==> src/design/ofau_pkg.sv <==
// Shared types and constants for the operand fetch addressing unit.
// Holds addressing mode codes, result kinds, fetch phases and the item,
// state and result structs. No dependencies.
package ofau_pkg;

    localparam int unsigned MODE_W = 5;
    localparam int unsigned WORD_W = 16;
    localparam int unsigned BYTE_W = 8;
    localparam int unsigned KIND_W = 2;
    localparam int unsigned PHASE_W = 2;
    localparam int unsigned COUNT_W = 2;

    localparam logic [WORD_W-1:0] HIGH_PAGE = 16'hFF00;

    localparam logic [MODE_W-1:0] MODE_IMPL       = 5'd0;
    localparam logic [MODE_W-1:0] MODE_REG        = 5'd1;
    localparam logic [MODE_W-1:0] MODE_REG_REG    = 5'd2;
    localparam logic [MODE_W-1:0] MODE_REG_D8     = 5'd3;
    localparam logic [MODE_W-1:0] MODE_REG_D16    = 5'd4;
    localparam logic [MODE_W-1:0] MODE_D16        = 5'd5;
    localparam logic [MODE_W-1:0] MODE_MEMREG_REG = 5'd6;
    localparam logic [MODE_W-1:0] MODE_REG_MEMREG = 5'd7;
    localparam logic [MODE_W-1:0] MODE_REG_HLI    = 5'd8;
    localparam logic [MODE_W-1:0] MODE_REG_HLD    = 5'd9;
    localparam logic [MODE_W-1:0] MODE_HLI_REG    = 5'd10;
    localparam logic [MODE_W-1:0] MODE_HLD_REG    = 5'd11;
    localparam logic [MODE_W-1:0] MODE_REG_A8     = 5'd12;
    localparam logic [MODE_W-1:0] MODE_A8_REG     = 5'd13;
    localparam logic [MODE_W-1:0] MODE_HL_SPR     = 5'd14;
    localparam logic [MODE_W-1:0] MODE_D8         = 5'd15;
    localparam logic [MODE_W-1:0] MODE_A16_REG    = 5'd16;
    localparam logic [MODE_W-1:0] MODE_D16_REG    = 5'd17;
    localparam logic [MODE_W-1:0] MODE_MEMREG_D8  = 5'd18;
    localparam logic [MODE_W-1:0] MODE_MEMREG     = 5'd19;
    localparam logic [MODE_W-1:0] MODE_REG_A16    = 5'd20;

    localparam logic [KIND_W-1:0] KIND_REQUEST = 2'd0;
    localparam logic [KIND_W-1:0] KIND_DONE    = 2'd1;
    localparam logic [KIND_W-1:0] KIND_ERROR   = 2'd2;

    localparam logic [PHASE_W-1:0] PH_IDLE   = 2'd0;
    localparam logic [PHASE_W-1:0] PH_FIRST  = 2'd1;
    localparam logic [PHASE_W-1:0] PH_SECOND = 2'd2;
    localparam logic [PHASE_W-1:0] PH_TARGET = 2'd3;

    typedef struct packed {
        logic              is_data;
        logic [MODE_W-1:0] addr_mode;
        logic [WORD_W-1:0] reg1_value;
        logic [WORD_W-1:0] reg2_value;
        logic              reg1_is_c;
        logic              reg2_is_c;
        logic [WORD_W-1:0] hl_value;
        logic [WORD_W-1:0] pc_value;
        logic [BYTE_W-1:0] read_data;
    } item_t;

    typedef struct packed {
        logic [PHASE_W-1:0] phase;
        logic [MODE_W-1:0]  latched_mode;
        logic [BYTE_W-1:0]  low_byte;
        logic [WORD_W-1:0]  pc;
        logic [WORD_W-1:0]  held_operand;
        logic [WORD_W-1:0]  fetched;
        logic [WORD_W-1:0]  dest;
        logic               dest_flag;
        logic [COUNT_W-1:0] read_count;
        logic [WORD_W-1:0]  hl;
    } state_t;

    typedef struct packed {
        logic [KIND_W-1:0]  kind;
        logic [WORD_W-1:0]  bus_address;
        logic [WORD_W-1:0]  fetched_data;
        logic [WORD_W-1:0]  dest_address;
        logic               dest_is_memory;
        logic [WORD_W-1:0]  new_pc;
        logic [WORD_W-1:0]  new_hl;
        logic               hl_written;
        logic [COUNT_W-1:0] bus_cycles;
    } result_t;

endpackage

==> src/design/ofau_step.sv <==
// Next-state and result logic for one transaction of the operand fetch unit.
// Depends on ofau_pkg for the item, state and result structs and all codes.
module ofau_step (
    input  ofau_pkg::item_t   item,
    input  ofau_pkg::state_t  st,
    output ofau_pkg::state_t  st_next,
    output ofau_pkg::result_t res
);
    import ofau_pkg::*;

    always_comb
    begin
        state_t             nxt;
        result_t            r;
        logic               do_done;
        logic               do_req;
        logic               do_err;
        logic [WORD_W-1:0]  req_addr;
        logic [PHASE_W-1:0] req_phase;
        logic [WORD_W-1:0]  d;
        logic [WORD_W-1:0]  w;
        logic [WORD_W-1:0]  r1_page;
        logic [WORD_W-1:0]  r2_page;

        nxt       = st;
        r         = '0;
        do_done   = 1'b0;
        do_req    = 1'b0;
        do_err    = 1'b0;
        req_addr  = '0;
        req_phase = PH_FIRST;
        d         = {{(WORD_W-BYTE_W){1'b0}}, item.read_data};
        w         = {item.read_data, st.low_byte};
        r1_page   = item.reg1_value | (item.reg1_is_c ? HIGH_PAGE : '0);
        r2_page   = item.reg2_value | (item.reg2_is_c ? HIGH_PAGE : '0);

        if (!item.is_data)
        begin
            if (item.addr_mode > MODE_REG_A16)
            begin
                do_err = 1'b1;
            end
            else
            begin
                nxt.latched_mode = item.addr_mode;
                nxt.pc           = item.pc_value;
                nxt.hl           = item.hl_value;
                nxt.dest         = '0;
                nxt.dest_flag    = 1'b0;
                nxt.read_count   = '0;
                nxt.low_byte     = '0;
                nxt.held_operand = (item.addr_mode == MODE_MEMREG_D8) ?
                                   item.reg1_value : item.reg2_value;
                case (item.addr_mode)
                    MODE_IMPL:
                    begin
                        do_done = 1'b1;
                    end
                    MODE_REG:
                    begin
                        nxt.fetched = item.reg1_value;
                        do_done     = 1'b1;
                    end
                    MODE_REG_REG:
                    begin
                        nxt.fetched = item.reg2_value;
                        do_done     = 1'b1;
                    end
                    MODE_MEMREG_REG:
                    begin
                        nxt.fetched   = item.reg2_value;
                        nxt.dest      = r1_page;
                        nxt.dest_flag = 1'b1;
                        do_done       = 1'b1;
                    end
                    MODE_REG_MEMREG:
                    begin
                        do_req   = 1'b1;
                        req_addr = r2_page;
                    end
                    MODE_REG_HLI, MODE_REG_HLD:
                    begin
                        do_req   = 1'b1;
                        req_addr = item.reg2_value;
                    end
                    MODE_HLI_REG, MODE_HLD_REG:
                    begin
                        nxt.fetched   = item.reg2_value;
                        nxt.dest      = item.reg1_value;
                        nxt.dest_flag = 1'b1;
                        nxt.hl        = (item.addr_mode == MODE_HLI_REG) ?
                                        item.hl_value + 1'b1 : item.hl_value - 1'b1;
                        do_done       = 1'b1;
                    end
                    MODE_MEMREG:
                    begin
                        nxt.dest      = item.reg1_value;
                        nxt.dest_flag = 1'b1;
                        do_req        = 1'b1;
                        req_addr      = item.reg1_value;
                    end
                    default:
                    begin
                        do_req   = 1'b1;
                        req_addr = item.pc_value;
                    end
                endcase
            end
        end
        else if (st.phase == PH_IDLE)
        begin
            do_err = 1'b1;
        end
        else
        begin
            nxt.read_count = st.read_count + 1'b1;
            case (st.latched_mode)
                MODE_REG_D8, MODE_REG_A8, MODE_HL_SPR, MODE_D8:
                begin
                    nxt.fetched = d;
                    nxt.pc      = st.pc + 1'b1;
                    do_done     = 1'b1;
                end
                MODE_REG_MEMREG, MODE_MEMREG:
                begin
                    nxt.fetched = d;
                    do_done     = 1'b1;
                end
                MODE_REG_HLI, MODE_REG_HLD:
                begin
                    nxt.fetched = d;
                    nxt.hl      = (st.latched_mode == MODE_REG_HLI) ?
                                  st.hl + 1'b1 : st.hl - 1'b1;
                    do_done     = 1'b1;
                end
                MODE_A8_REG:
                begin
                    nxt.dest      = d | HIGH_PAGE;
                    nxt.dest_flag = 1'b1;
                    nxt.pc        = st.pc + 1'b1;
                    do_done       = 1'b1;
                end
                MODE_MEMREG_D8:
                begin
                    nxt.fetched   = d;
                    nxt.pc        = st.pc + 1'b1;
                    nxt.dest      = st.held_operand;
                    nxt.dest_flag = 1'b1;
                    do_done       = 1'b1;
                end
                MODE_REG_D16, MODE_D16, MODE_A16_REG, MODE_D16_REG, MODE_REG_A16:
                begin
                    if (st.phase == PH_FIRST)
                    begin
                        nxt.low_byte = item.read_data;
                        do_req       = 1'b1;
                        req_addr     = st.pc + 1'b1;
                        req_phase    = PH_SECOND;
                    end
                    else if (st.phase == PH_TARGET)
                    begin
                        nxt.fetched = d;
                        do_done     = 1'b1;
                    end
                    else
                    begin
                        nxt.pc = st.pc + 2'd2;
                        if (st.latched_mode == MODE_REG_A16)
                        begin
                            do_req    = 1'b1;
                            req_addr  = w;
                            req_phase = PH_TARGET;
                        end
                        else if (st.latched_mode >= MODE_A16_REG)
                        begin
                            nxt.dest      = w;
                            nxt.dest_flag = 1'b1;
                            nxt.fetched   = st.held_operand;
                            do_done       = 1'b1;
                        end
                        else
                        begin
                            nxt.fetched = w;
                            do_done     = 1'b1;
                        end
                    end
                end
                default:
                begin
                    do_err = 1'b1;
                end
            endcase
        end

        if (do_err)
        begin
            nxt.phase = PH_IDLE;
            r.kind    = KIND_ERROR;
        end
        else if (do_req)
        begin
            nxt.phase     = req_phase;
            r.kind        = KIND_REQUEST;
            r.bus_address = req_addr;
        end
        else if (do_done)
        begin
            nxt.phase        = PH_IDLE;
            r.kind           = KIND_DONE;
            r.fetched_data   = nxt.fetched;
            r.dest_address   = nxt.dest;
            r.dest_is_memory = nxt.dest_flag;
            r.new_pc         = nxt.pc;
            r.new_hl         = nxt.hl;
            r.hl_written     = (nxt.latched_mode >= MODE_REG_HLI) &&
                               (nxt.latched_mode <= MODE_HLD_REG);
            r.bus_cycles     = nxt.read_count;
        end

        st_next = nxt;
        res     = r;
    end

endmodule

==> src/design/operand_fetch_addressing_unit.sv <==
// Top level of the operand fetch addressing unit: input register, fetch
// state registers and result register around ofau_step. Depends on ofau_pkg.
//
// Usage:
//   The slave channel takes start transactions (tuser = 0) that name an
//   addressing mode with register, HL and PC values, and bus data
//   transactions (tuser = 1) that answer a previous read request.
//   The master channel gives one result per input transaction: a bus read
//   request (tuser = 0), a finished fetch (tuser = 1) or an error (tuser = 2).
//   Each transaction is held in an input register, passes the mode decode
//   and state update combinationally, and lands in the result register.
//   One transaction is taken every cycle while the master side keeps
//   taking results.
//   The fetch state is read and written in the same decode step, so a
//   data transaction may follow its request directly.
//   When the receiver stalls, the result register holds its transaction and
//   the input register holds one more; s_axis_tready drops only when both
//   are full.
//   Reset returns the fetch to idle and clears all fetch state; no result
//   is pending after reset.
module operand_fetch_addressing_unit (
    input  logic        clk,
    input  logic        rst_n,
    input  logic        s_axis_tvalid,
    output logic        s_axis_tready,
    // addr_mode[4:0], reg1_value[20:5], reg2_value[36:21], reg1_is_c[37],
    // reg2_is_c[38], hl_value[54:39], pc_value[70:55], read_data[78:71], zero[79]
    input  logic [79:0] s_axis_tdata,
    // mode[0]
    input  logic        s_axis_tuser,
    output logic        m_axis_tvalid,
    input  logic        m_axis_tready,
    // bus_address[15:0], fetched_data[31:16], dest_address[47:32],
    // dest_is_memory[48], new_pc[64:49], new_hl[80:65], hl_written[81],
    // bus_cycles[83:82], zero[87:84]
    output logic [87:0] m_axis_tdata,
    // kind[1:0]
    output logic [1:0]  m_axis_tuser
);
    import ofau_pkg::*;

    logic    in_valid_reg;
    item_t   item_reg;
    item_t   item_next;
    state_t  st_reg;
    state_t  st_next;
    logic    out_valid_reg;
    result_t res_reg;
    result_t res_next;
    logic    advance;
    logic    s_fire;

    assign advance       = in_valid_reg && (!out_valid_reg || m_axis_tready);
    assign s_axis_tready = !in_valid_reg || advance;
    assign s_fire        = s_axis_tvalid && s_axis_tready;

    assign item_next.is_data    = s_axis_tuser;
    assign item_next.addr_mode  = s_axis_tdata[4:0];
    assign item_next.reg1_value = s_axis_tdata[20:5];
    assign item_next.reg2_value = s_axis_tdata[36:21];
    assign item_next.reg1_is_c  = s_axis_tdata[37];
    assign item_next.reg2_is_c  = s_axis_tdata[38];
    assign item_next.hl_value   = s_axis_tdata[54:39];
    assign item_next.pc_value   = s_axis_tdata[70:55];
    assign item_next.read_data  = s_axis_tdata[78:71];

    ofau_step u_step (
        .item    (item_reg),
        .st      (st_reg),
        .st_next (st_next),
        .res     (res_next)
    );

    always_ff @(posedge clk or negedge rst_n)
    begin
        if (!rst_n)
        begin
            in_valid_reg  <= 1'b0;
            out_valid_reg <= 1'b0;
            st_reg        <= '0;
        end
        else
        begin
            if (s_fire)
                in_valid_reg <= 1'b1;
            else if (advance)
                in_valid_reg <= 1'b0;

            if (advance)
                out_valid_reg <= 1'b1;
            else if (m_axis_tready)
                out_valid_reg <= 1'b0;

            if (advance)
                st_reg <= st_next;
        end
    end

    always_ff @(posedge clk)
    begin
        if (s_fire)
            item_reg <= item_next;
        if (advance)
            res_reg <= res_next;
    end

    assign m_axis_tvalid = out_valid_reg;
    assign m_axis_tuser  = res_reg.kind;
    assign m_axis_tdata  = {4'b0000,
                            res_reg.bus_cycles,
                            res_reg.hl_written,
                            res_reg.new_hl,
                            res_reg.new_pc,
                            res_reg.dest_is_memory,
                            res_reg.dest_address,
                            res_reg.fetched_data,
                            res_reg.bus_address};

endmodule
==> config.mk <==
export PLATFORM = sky130hd
export DESIGN_NAME = operand_fetch_addressing_unit
export DESIGN_NICKNAME = d
export VERILOG_FILES = /design/src/design/ofau_pkg.sv /design/src/design/ofau_step.sv /design/src/design/operand_fetch_addressing_unit.sv
export SDC_FILE = /design/constraint.sdc
export NUM_CORES = 1
export LEC_CHECK = 0
export BUFFER_PORTS_ARGS = -buffer_cell sky130_fd_sc_hd__buf_2
export CORE_MARGIN = 2
export CORE_UTILIZATION = 35
export DETAILED_ROUTE_END_ITERATION = 10
export PLACE_DENSITY_LB_ADDON = 0.25
export RECOVER_POWER = 25
export SYNTH_ARGS = -nofsm -noshare
export SYNTH_HDL_FRONTEND = slang
export SYNTH_SLANG_ARGS = --single-unit
export TNS_END_PERCENT = 30
==> constraint.sdc <==
create_clock -name clk -period 7.4 [get_ports clk]
set_clock_uncertainty 0.15 [all_clocks]
set_input_delay 0 -clock clk [delete_from_list [all_inputs] [get_ports clk]]
set_output_delay 0 -clock clk [all_outputs]
set_load 0.05 [all_outputs]
After elaboration in Yosys (flattened, before gate mapping)

Cells that the tools add are included.

Output and inout port bits: 92
Register bits after elaboration: 266
Logic and storage cells: 178
Input port bits: 85

Magnitude comparators: 4
$add $sub $neg: 7
Equality and inequality tests: 31
Multiplexer cells: 70
Bitwise operators: 6
Reductions and logical operators: 29

Operator list:

| operator                | count |
|---|---|
| $mux W16                | 18 |
| $mux W51                | 2 |
| $mux W96                | 1 |
| $pmux W16 S2            | 3 |
| $mux W33                | 2 |
| $pmux W16 S4            | 1 |
| $pmux W17 S3            | 1 |
| $eq A5 B4 Y1 const B    | 10 |
| $add A16 B1 Y16 const B | 3 |
| $mux W24                | 2 |
| $eq A5 B5 Y1 const B    | 7 |
| $mux W17                | 2 |
| $pmux W17 S2            | 1 |
| $or A16 B16 Y16         | 2 |
| $sub A16 B1 Y16 const B | 2 |
| $eq A5 B3 Y1 const B    | 5 |
| $mux W1                 | 24 |
| $mux W2                 | 9 |
| $add A16 B2 Y16 const B | 1 |
| $mux W8                 | 2 |
| $reduce_or A15 Y1       | 1 |
| $reduce_or A6 Y1        | 2 |
| $eq A5 B2 Y1 const B    | 2 |
| $reduce_or A10 Y1       | 1 |
| other kinds (28)        | 43 |

Logic depth before layout (Yosys ltp)

Gate-level depths: netlist (run 1).

Word-level depth: 10
Mapped depth: 14
Depth with buffers taken out: 12

Modules after synthesis

A second synthesis (run 1) with hierarchy kept.

Cell total of the unflattened synthesis: 1441
Area total of the unflattened synthesis: 15361.0 µm²

Modules (own cells, without submodules):

| module                        | area an instance (µm²) | times used | seq. area each (µm²) | cells an instance |
|---|---|---|---|---|
| operand_fetch_addressing_unit | 8775.9                 | 1          | 7487.2               | 386 |
| ofau_step                     | 6585.1                 | 1          | 0.0                  | 1055 |

Worst setup path before layout (run 1)

No wires, ideal clock.

Kind: register -> register
Start point: register out_valid_reg (netlist: m_axis_tvalid)
End point: register st_reg[16] (netlist bit)
Path buffers: 2
Arrival: 4.266 ns
Required time: 7.120 ns
Period minus slack after synthesis: 4.546 ns
Stages on the path, launching flop included: 9
Library setup time: 0.130 ns
Path slack: 2.854 ns
Path through: dfrtp_1 nand2b_1 nand2_1 clkbuf_1 inv_1 clkbuf_1 o21ai_0 nand2_1 o31ai_1

Cells in the longest elaborated chain, start to end: 3

RTL lines:

| item                     | RTL line                            | RTL |
|---|---|---|
| start: declaration       | operand_fetch_addressing_unit.sv:47 | `logic out_valid_reg;` |
| start signal: assignment | operand_fetch_addressing_unit.sv:79 | `out_valid_reg <= 1'b0;` |
| start signal: assignment | operand_fetch_addressing_unit.sv:90 | `out_valid_reg <= 1'b1;` |
| start signal: assignment | operand_fetch_addressing_unit.sv:92 | `out_valid_reg <= 1'b0;` |
| $logic_not A1 Y1         | operand_fetch_addressing_unit.sv:53 | `assign advance = in_valid_reg && (!out_valid_reg \|\| m_axis_tready);` |
| $logic_or A1 B1 Y1       | operand_fetch_addressing_unit.sv:53 |  |
| $logic_and A1 B1 Y1      | operand_fetch_addressing_unit.sv:53 |  |
| net advance              | operand_fetch_addressing_unit.sv:50 | `logic advance;` |
| end signal: assignment   | operand_fetch_addressing_unit.sv:95 | `st_reg <= st_next;` |
| end: declaration         | operand_fetch_addressing_unit.sv:45 | `state_t st_reg;` |

The timed path passes the listed nets, and every way through them passes these cells.
A chain may end at the register's enable or synchronous reset.

Worst setup path after layout (run 1)

Start point: register item_reg[78] (netlist bit)
End point: register res_reg, in the netlist m_axis_tdata[79] (data pin)

Cells in the longest elaborated chain, start to end: 7
Elaborated cells on any way between the ends: 23
Classes of those cells: order compare: 1; eq/ne: 5; mux: 12; bitwise: 1; reduce/logical: 4

RTL lines:

| item                                       | RTL line                             | RTL |
|---|---|---|
| start: declaration                         | operand_fetch_addressing_unit.sv:43  | `item_t item_reg;` |
| start signal: assignment                   | operand_fetch_addressing_unit.sv:102 | `item_reg <= item_next;` |
| $eq A5 B1 Y1, or another cell as far along | ofau_step.sv:54                      | `case (item.addr_mode)` |
| $reduce_or A6 Y1 (no line)                 | -                                    |  |
| $mux W1                                    | ofau_step.sv:54                      |  |
| $mux W1                                    | ofau_step.sv:39                      | `if (item.addr_mode > MODE_REG_A16)` |
| $mux W1                                    | ofau_step.sv:37                      | `if (!item.is_data)` |
| $not A1 Y1 (no line)                       | -                                    |  |
| $reduce_or A3 Y1 (no line)                 | -                                    |  |
| end signal: assignment                     | operand_fetch_addressing_unit.sv:104 | `res_reg <= res_next;` |
| end: declaration                           | operand_fetch_addressing_unit.sv:48  | `result_t res_reg;` |

Parallel ways exist; a longest one is shown, timed or not. The select of a mux whose other input is x is not followed.

==> summary.md, run 1 <==
| Metric | Value |
|---|---|
| Vias in the first global route | 12.1k |
| Post-synth EDFFs | 166 |
| First-pass GRT wire length | 72100 µm |
| Dpl cell area | 15700 µm² |
| Fin cells | 2264 |
| Clock latency on the worst-skew pair | 0.59 ns |
| Max clock buf depth | 3 |
| Routability-driven placement congestion ratio | 0.924 |
| Detailed Route WL | 47600 µm |
| Drt first pass iters | 8 |
| Worst EP required | 7.58 ns |
| Hold Path Class | in -> reg |
| DP Cell Count | 2045 |
| TritonCTS clock tree | built |
| Core box area | 40700 µm² |
| Initial drt markers | 1201 |
| Site row count | 74 |
| Unrepaired setup endpoints after global routing | no |
| Power Total | 5.08 mW |
| Setup-failing EPs final | 0 |
| Largest vdd supply drop | 175 µV |
| Biggest area consumer among synthesized cells | edfxtp_1 |
| Vias per inst | 5.60 |
| Post-synthesis cell type count | 78 |
| Seq/Total Area, Yosys | 0.521 |
| Setup CP Type | reg -> reg |
| Nets@finish | 1825 |
| Cell Pwr Density | 277 nW/µm² |
| Worst setup EP type | register |
| Worst Path Max Fanout | 19 |
| Die Span Y | 207 µm |
| Multi-input combinational cell area | 6420 µm² |
| Asr flop ratio synth | 0.376 |
| Largest net degree at the start of global routing | 93 |
| DIE AREA | 42700 µm² |
| Slowest stage delay, CP | 0.86 ns |
| Post-synth top area share | 0.347 |
| Buf/Inv on CP | 0 |
| CP Cell Sequence | nand4bb_1 -> or2_2 -> ha_1 -> nor2b_1 -> o31a_1 -> o21a_1 -> o211ai_1 -> o21ai_0 -> mux2i_1 -> or4_1 -> and2_1 |
| DP Worst Slack | 2.33 ns |
| Critical path data arrival time | 5.25 ns |
| Final period utilization | 0.685 |
| Final setup margin | 2.33 ns |
| H-tree depth | 1 |
| Outcome | finished with violations |
| Final core utilization | 0.450 |
| Max-cap violation count | 1 |
| Final period demand of the worst path | 5.07 ns |
| Critical-path cell with the highest stage delay | nand4bb_1 |
| Total GRT Usage | 0.220 |
| # diodes | 0 |
| Number of flip-flops in the largest register | 98 |
| Detail-routed net length per standard cell | 21.0 µm |
| Post-Syn Instances | 1421 |
| Flops & latches, synth | 266 |
| Syn avg cell area | 10.1 µm² |
| Mapped Area | 14400 µm² |
| CTS buffer count | 30 |
| Leakage power | 7.02 nW |
| Root Buffer | clkbuf_16 |
| Yosys warnings | 0 |
| Register area | 7490 µm² |
| Clock Pin Slew Worst Setup and Hold Paths | 0.07 ns |
| Initial antenna violation count | 2 |
| ANT nets after route | 0 |
| Chip width | 207 µm |
| Area grow syn2layout | 27.5% |
| Remaining global-route overflow | 0 |
| Relative slew slack | -0.760 |
| Max-slew violations | 45 |
| Boundary pin count | 177 |
| Setup TNS | 0 ns |
| Crit-path leading delay family | simple AND/OR/NAND/NOR gates |
| Initial Utilization | 0.353 |
| Hold slack | 0.00759 ns |
| FMAX | 197 MHz |
| Violated checks | max-capacitance violations, max-slew violations |
| CTS sink cnt | 266 |
| Post-CTS Hold Buffers | 163 |
| CP Launch Type | register |
| Slew @ Worst Pin | 2.64 ns |
| DR DRC count | 0 |
| Final Hold Fails | 0 |
| Top_reg_cell synth | edfxtp_1 |
| IO Port Bufs | 171 |
| Post-CTS Setup Bufs | 0 |
| Quantity of gates resized following cts | 0 |
| Finished Cell Area | 18300 µm² |
| Detail Placement HPWL | 32400 µm |
| Filler cells | 3866 |
| Largest cells by area after synthesis | edfxtp_1 35%, dfrtp_1 17%, o21ai_0 5.0%, nand2_1 3.9%, nor2_1 3.9% |
| Via Count | 12.7k |
| Share of layout cells above drive strength 1 | 0.140 |
[area by class of cell]
| class | count | share of cell area |
|---|---|---|
| flip-flops and latches | 266 | 0.408 |
| well taps | 532 | 0.0363 |
| inverters | 22 | 0.00464 |
| clock buffers | 36 | 0.0438 |
| clock inverters | 20 | 0.0151 |
| multi-input cells | 1032 | 0.350 |
| repair buffers | 356 | 0.142 |
[cell usage after synthesis (7+ instances only)]
master,count
or2_2,7
o211ai_1,9
and2_1,7
buf_2,7
buf_1,12
edfxtp_1,166
nand3_1,13
xnor2_1,27
o21a_1,20
nor2b_1,15
and3_1,8
ha_1,30
a211oi_1,13
o31ai_1,7
mux2_2,9
nand4_1,7
o21ai_0,144
clkbuf_1,78
o21ai_1,13
a22o_1,16
o22ai_1,25
xor2_1,13
a21oi_1,87
a31oi_1,8
a221oi_1,45
mux2i_1,24
nand2_1,151
a21o_1,13
or3_1,9
inv_1,22
a22oi_1,15
a222oi_1,34
nor2_1,149
nand2b_1,12
nor3_1,18
dfrtp_1,100
[cell families after synthesis]
family | share of synthesized area
muxes | 0.0237
adders and majority gates | 0.0296
xor gates and xnor gates | 0.0244
buffers and inverters | 0.0363
and+or+nand+nor | 0.138
other | 0.000261
AOI/OAI and AO/OA | 0.227
DFF | 0.521
[per-layer routing]
| metal | global-route usage | wire (µm) | vias up |
|---|---|---|---|
| met5 | 0 | 0 | - |
| met4 | 0.0626 | 1250 | 0 |
| met3 | 0.0389 | 3600 | 87 |
| met2 | 0.330 | 20600 | 500 |
| met1 | 0.325 | 22200 | 6122 |
| li1 | - | - | 5963 |
[worst paths after layout]
kind,from,end,slack (ns),cells past startpoint
worst max-delay path,item_reg[78],m_axis_tdata[79],2.33,11
worst min-delay path,s_axis_tdata[1],item_reg[75],0.008,2
worst max register to register,item_reg[78],m_axis_tdata[79],2.33,11
worst min register to register,st_reg[46],st_reg[46],0.34,2
max in group asynchronous,rst_n,st_reg[46],4.24,4
min in group asynchronous,rst_n,st_reg[9],0.65,4
[power by group]
group	internal (mW)	leakage [nW]	switching, mW
Sequential	1.80	2.89	0.255
Clock	0.984	0.526	0.642
Combinational	0.531	3.61	0.870
[cell usage in the layout, fill, tap and decap left out, types with 12 or more instances in the layout]
cell type | netlist | layout
a211oi_1 | 13 | 13
a21o_1 | 13 | 13
a21oi_1 | 87 | 87
a221oi_1 | 45 | 45
a222oi_1 | 34 | 34
a22o_1 | 16 | 16
a22oi_1 | 15 | 15
buf_2 | 7 | 137
buf_4 | 4 | 22
clkbuf_1 | 78 | 38
clkbuf_16 | 0 | 30
dfrtp_1 | 100 | 100
dlygate4sd3_1 | 0 | 162
edfxtp_1 | 166 | 166
ha_1 | 30 | 30
inv_1 | 22 | 21
mux2i_1 | 24 | 24
nand2_1 | 151 | 150
nand2b_1 | 12 | 12
nand3_1 | 13 | 13
nor2_1 | 149 | 147
nor2b_1 | 15 | 15
nor3_1 | 18 | 18
o21a_1 | 20 | 20
o21ai_0 | 144 | 144
o21ai_1 | 13 | 12
o22ai_1 | 25 | 25
xnor2_1 | 27 | 27
xor2_1 | 13 | 13
Note: power is estimated with default switching activity, not from simulation.
==> run 2: changes to the inputs <==
- clock period: 7.4 -> 4.8 ns (I/O delays scaled with it)
==> summary.md, run 2 (synthesis results as in run 1) <==
| Metric | Value |
|---|---|
| Vias in the first global route | 12.1k (+0.017%) |
| Area grow syn2layout | 28.2% |
| Violated checks | max-capacitance violations, max-slew violations |
| Nets@finish | 1840 (+0.82%) |
| DR DRC count | 0 (unchanged) |
| Worst EP required | 4.98 ns (-2.60 ns) |
| Routability-driven placement congestion ratio | 0.913 (-1.1%) |
| FMAX | 231 MHz (+17%) |
| Boundary pin count | 177 (unchanged) |
| Site row count | 74 (unchanged) |
| Finished Cell Area | 18400 µm² (+0.54%) |
| Final core utilization | 0.453 (+0.00243) |
| Reg2Reg Depth | 11 (unchanged) |
| Final period demand of the worst path | 4.33 ns (-0.740 ns) |
| CTS buffer count | 29 (-3.3%) |
| DIE AREA | 42700 µm² (unchanged) |
| Max-slew violations | 101 (+120%) |
| Quantity of gates resized following cts | 0 (unchanged) |
| Hold slack | 0.0175 ns (+0.00986 ns) |
| Initial antenna violation count | 1 (-1) |
| Root Buffer | clkbuf_16 |
| Outcome | finished with violations |
| Drt first pass iters | 6 (-2) |
| Post-CTS Setup Bufs | 0 (unchanged) |
| IO Port Bufs | 171 (unchanged) |
| Largest net degree at the start of global routing | 89 (-4.3%) |
| Setup CP Type | reg -> reg |
| Max clock buf depth | 3 (unchanged) |
| Relative slew slack | -1.16 (-0.395) |
| Remaining global-route overflow | 0 (unchanged) |
| Slowest stage delay, CP | 0.76 ns (-0.10 ns) |
| Critical path data arrival time | 4.51 ns (-0.74 ns) |
| Critical path depth | 11 (unchanged) |
| Initial Utilization | 0.353 (unchanged) |
| Detail Placement HPWL | 32800 µm (+1.2%) |
| Total GRT Usage | 0.220 (+0.000222) |
| Detail-routed net length per standard cell | 20.9 µm (-0.40%) |
| Share of layout cells above drive strength 1 | 0.162 (+0.0224) |
| H-tree depth | 1 (unchanged) |
| # diodes | 0 (unchanged) |
| Commonest non-fill, non-tap cells in the layout | 166 x edfxtp_1, 165 x buf_2, 164 x dlygate4sd3_1 |
| Setup TNS | 0 ns (unchanged) |
| Clock Pin Slew Worst Setup and Hold Paths | 0.06 ns (about the same) |
| Buf/Inv on CP | 0 (unchanged) |
| Worst setup EP type | register |
| Vias per inst | 5.59 (-0.21%) |
| Initial drt markers | 1333 (+11%) |
| Number of flip-flops in the largest register | 98 (unchanged) |
| Detailed Route WL | 47700 µm (+0.22%) |
| CP Cell Sequence | nand2b_1 -> or4_1 -> ha_1 -> nor2b_1 -> o31a_1 -> o21bai_1 -> a31oi_1 -> a31oi_1 -> nor3_1 -> or4_1 -> and2_1 |
| Final period utilization | 0.901 (+0.217) |
| Leading cell type in the layout, fill and taps excluded | edfxtp_1 |
| Crit-path leading delay family | simple AND/OR/NAND/NOR gates |
| TritonCTS clock tree | built |
| Hold path cells | 2 (unchanged) |
| Unrepaired setup endpoints after global routing | no |
| Filler cells | 3868 (+0.052%) |
| ANT nets after route | 0 (unchanged) |
| Core box area | 40700 µm² (unchanged) |
| Setup-failing EPs final | 0 (unchanged) |
| Final Hold Fails | 0 (unchanged) |
| CTS sink cnt | 266 (unchanged) |
| First-pass GRT wire length | 72300 µm (+0.28%) |
| Max-cap violation count | 2 (+1) |
| Slew @ Worst Pin | 3.23 ns (+0.593 ns) |
| Cell Pwr Density | 421 nW/µm² (+52%) |
| Chip width | 207 µm (unchanged) |
| Largest vdd supply drop | 246 µV (+40%) |
| Hold Path Class | in -> reg |
| Via Count | 12.7k (+0.41%) |
| Critical-path cell with the highest stage delay | or4_1 |
| Leakage power | 7.17 nW (+2.0%) |
| Dpl cell area | 15800 µm² (+0.61%) |
| Worst Path Max Fanout | 15 (-4) |
| Clock latency on the worst-skew pair | 0.59 ns (about the same) |
| Die Span Y | 207 µm (unchanged) |
| CP Launch Type | register |
[run 2: changes by cell type in the layout (fill, tap and decap cells not counted), sizes merged]
| cell | delta |
|---|---|
| clkbuf | -26 |
| clkinv | -6 |
| dlygate4sd3 | +2 |
| buf | +41 |
| dlymetal6s4s | +1 |
| inv | +1 |
| clkinvlp | +3 |
| bufinv | -2 |
[run 2: repair_timing]
| action | CTS | global route |
|---|---|---|
| endpoints found under the setup margin | 0 | 0 |
| hold buffers | 165 | 0 |
| hold endpoints to repair | 213 | 0 |
[run 2: through the flow]
| stage | total power, mW | setup WS [ns] | std cells |
|---|---|---|---|
| after floorplan | 4.66 | 0.254 | 1424 |
| after global placement | 5.22 | 0.623 | 2059 |
| after detailed placement | 5.26 | 0.529 | 2059 |
| after CTS | 7.78 | 0.526 | 2278 |
| after global routing | 8.17 | 0.153 | 2278 |
| final | 7.76 | 0.473 | 2278 |
[run 2: per-layer routing]
layer | part of all wire | global-route usage
met5 | 0 | 0
met4 | 0.024 | 0.0648
met3 | 0.077 | 0.0325
met2 | 0.43 | 0.328
met1 | 0.47 | 0.331
[run 2: area by class of cell]
cell class / count / area [µm²] / area share
timing repair buffer: 372 / 2770 / 0.150
clock buffer: 38 / 811 / 0.0440
multi-input combinational: 1032 / 6410 / 0.348
tap: 532 / 666 / 0.0361
sequential: 266 / 7490 / 0.406
inverter: 22 / 85.1 / 0.00461
clock inverter: 16 / 211 / 0.0115
[run 2: report_power, final]
group          leakage (nW)  switching (mW)  internal [mW]
Sequential             2.89           0.340           2.78
Combinational          3.78            1.40          0.846
Clock                 0.491           0.983           1.41
Total                  7.17            2.72           5.04
[run 2: path summary, 6_finish.rpt]
kind / from / end / slack, ns
max: st_reg[93] / m_axis_tdata[79] / 0.47
min in group asynchronous: rst_n / st_reg[94] / 0.23
max in group asynchronous: rst_n / st_reg[44] / 0.76
min reg2reg: st_reg[46] / st_reg[46] / 0.34
min: s_axis_tdata[1] / item_reg[75] / 0.02
max reg2reg: st_reg[93] / m_axis_tdata[79] / 0.47
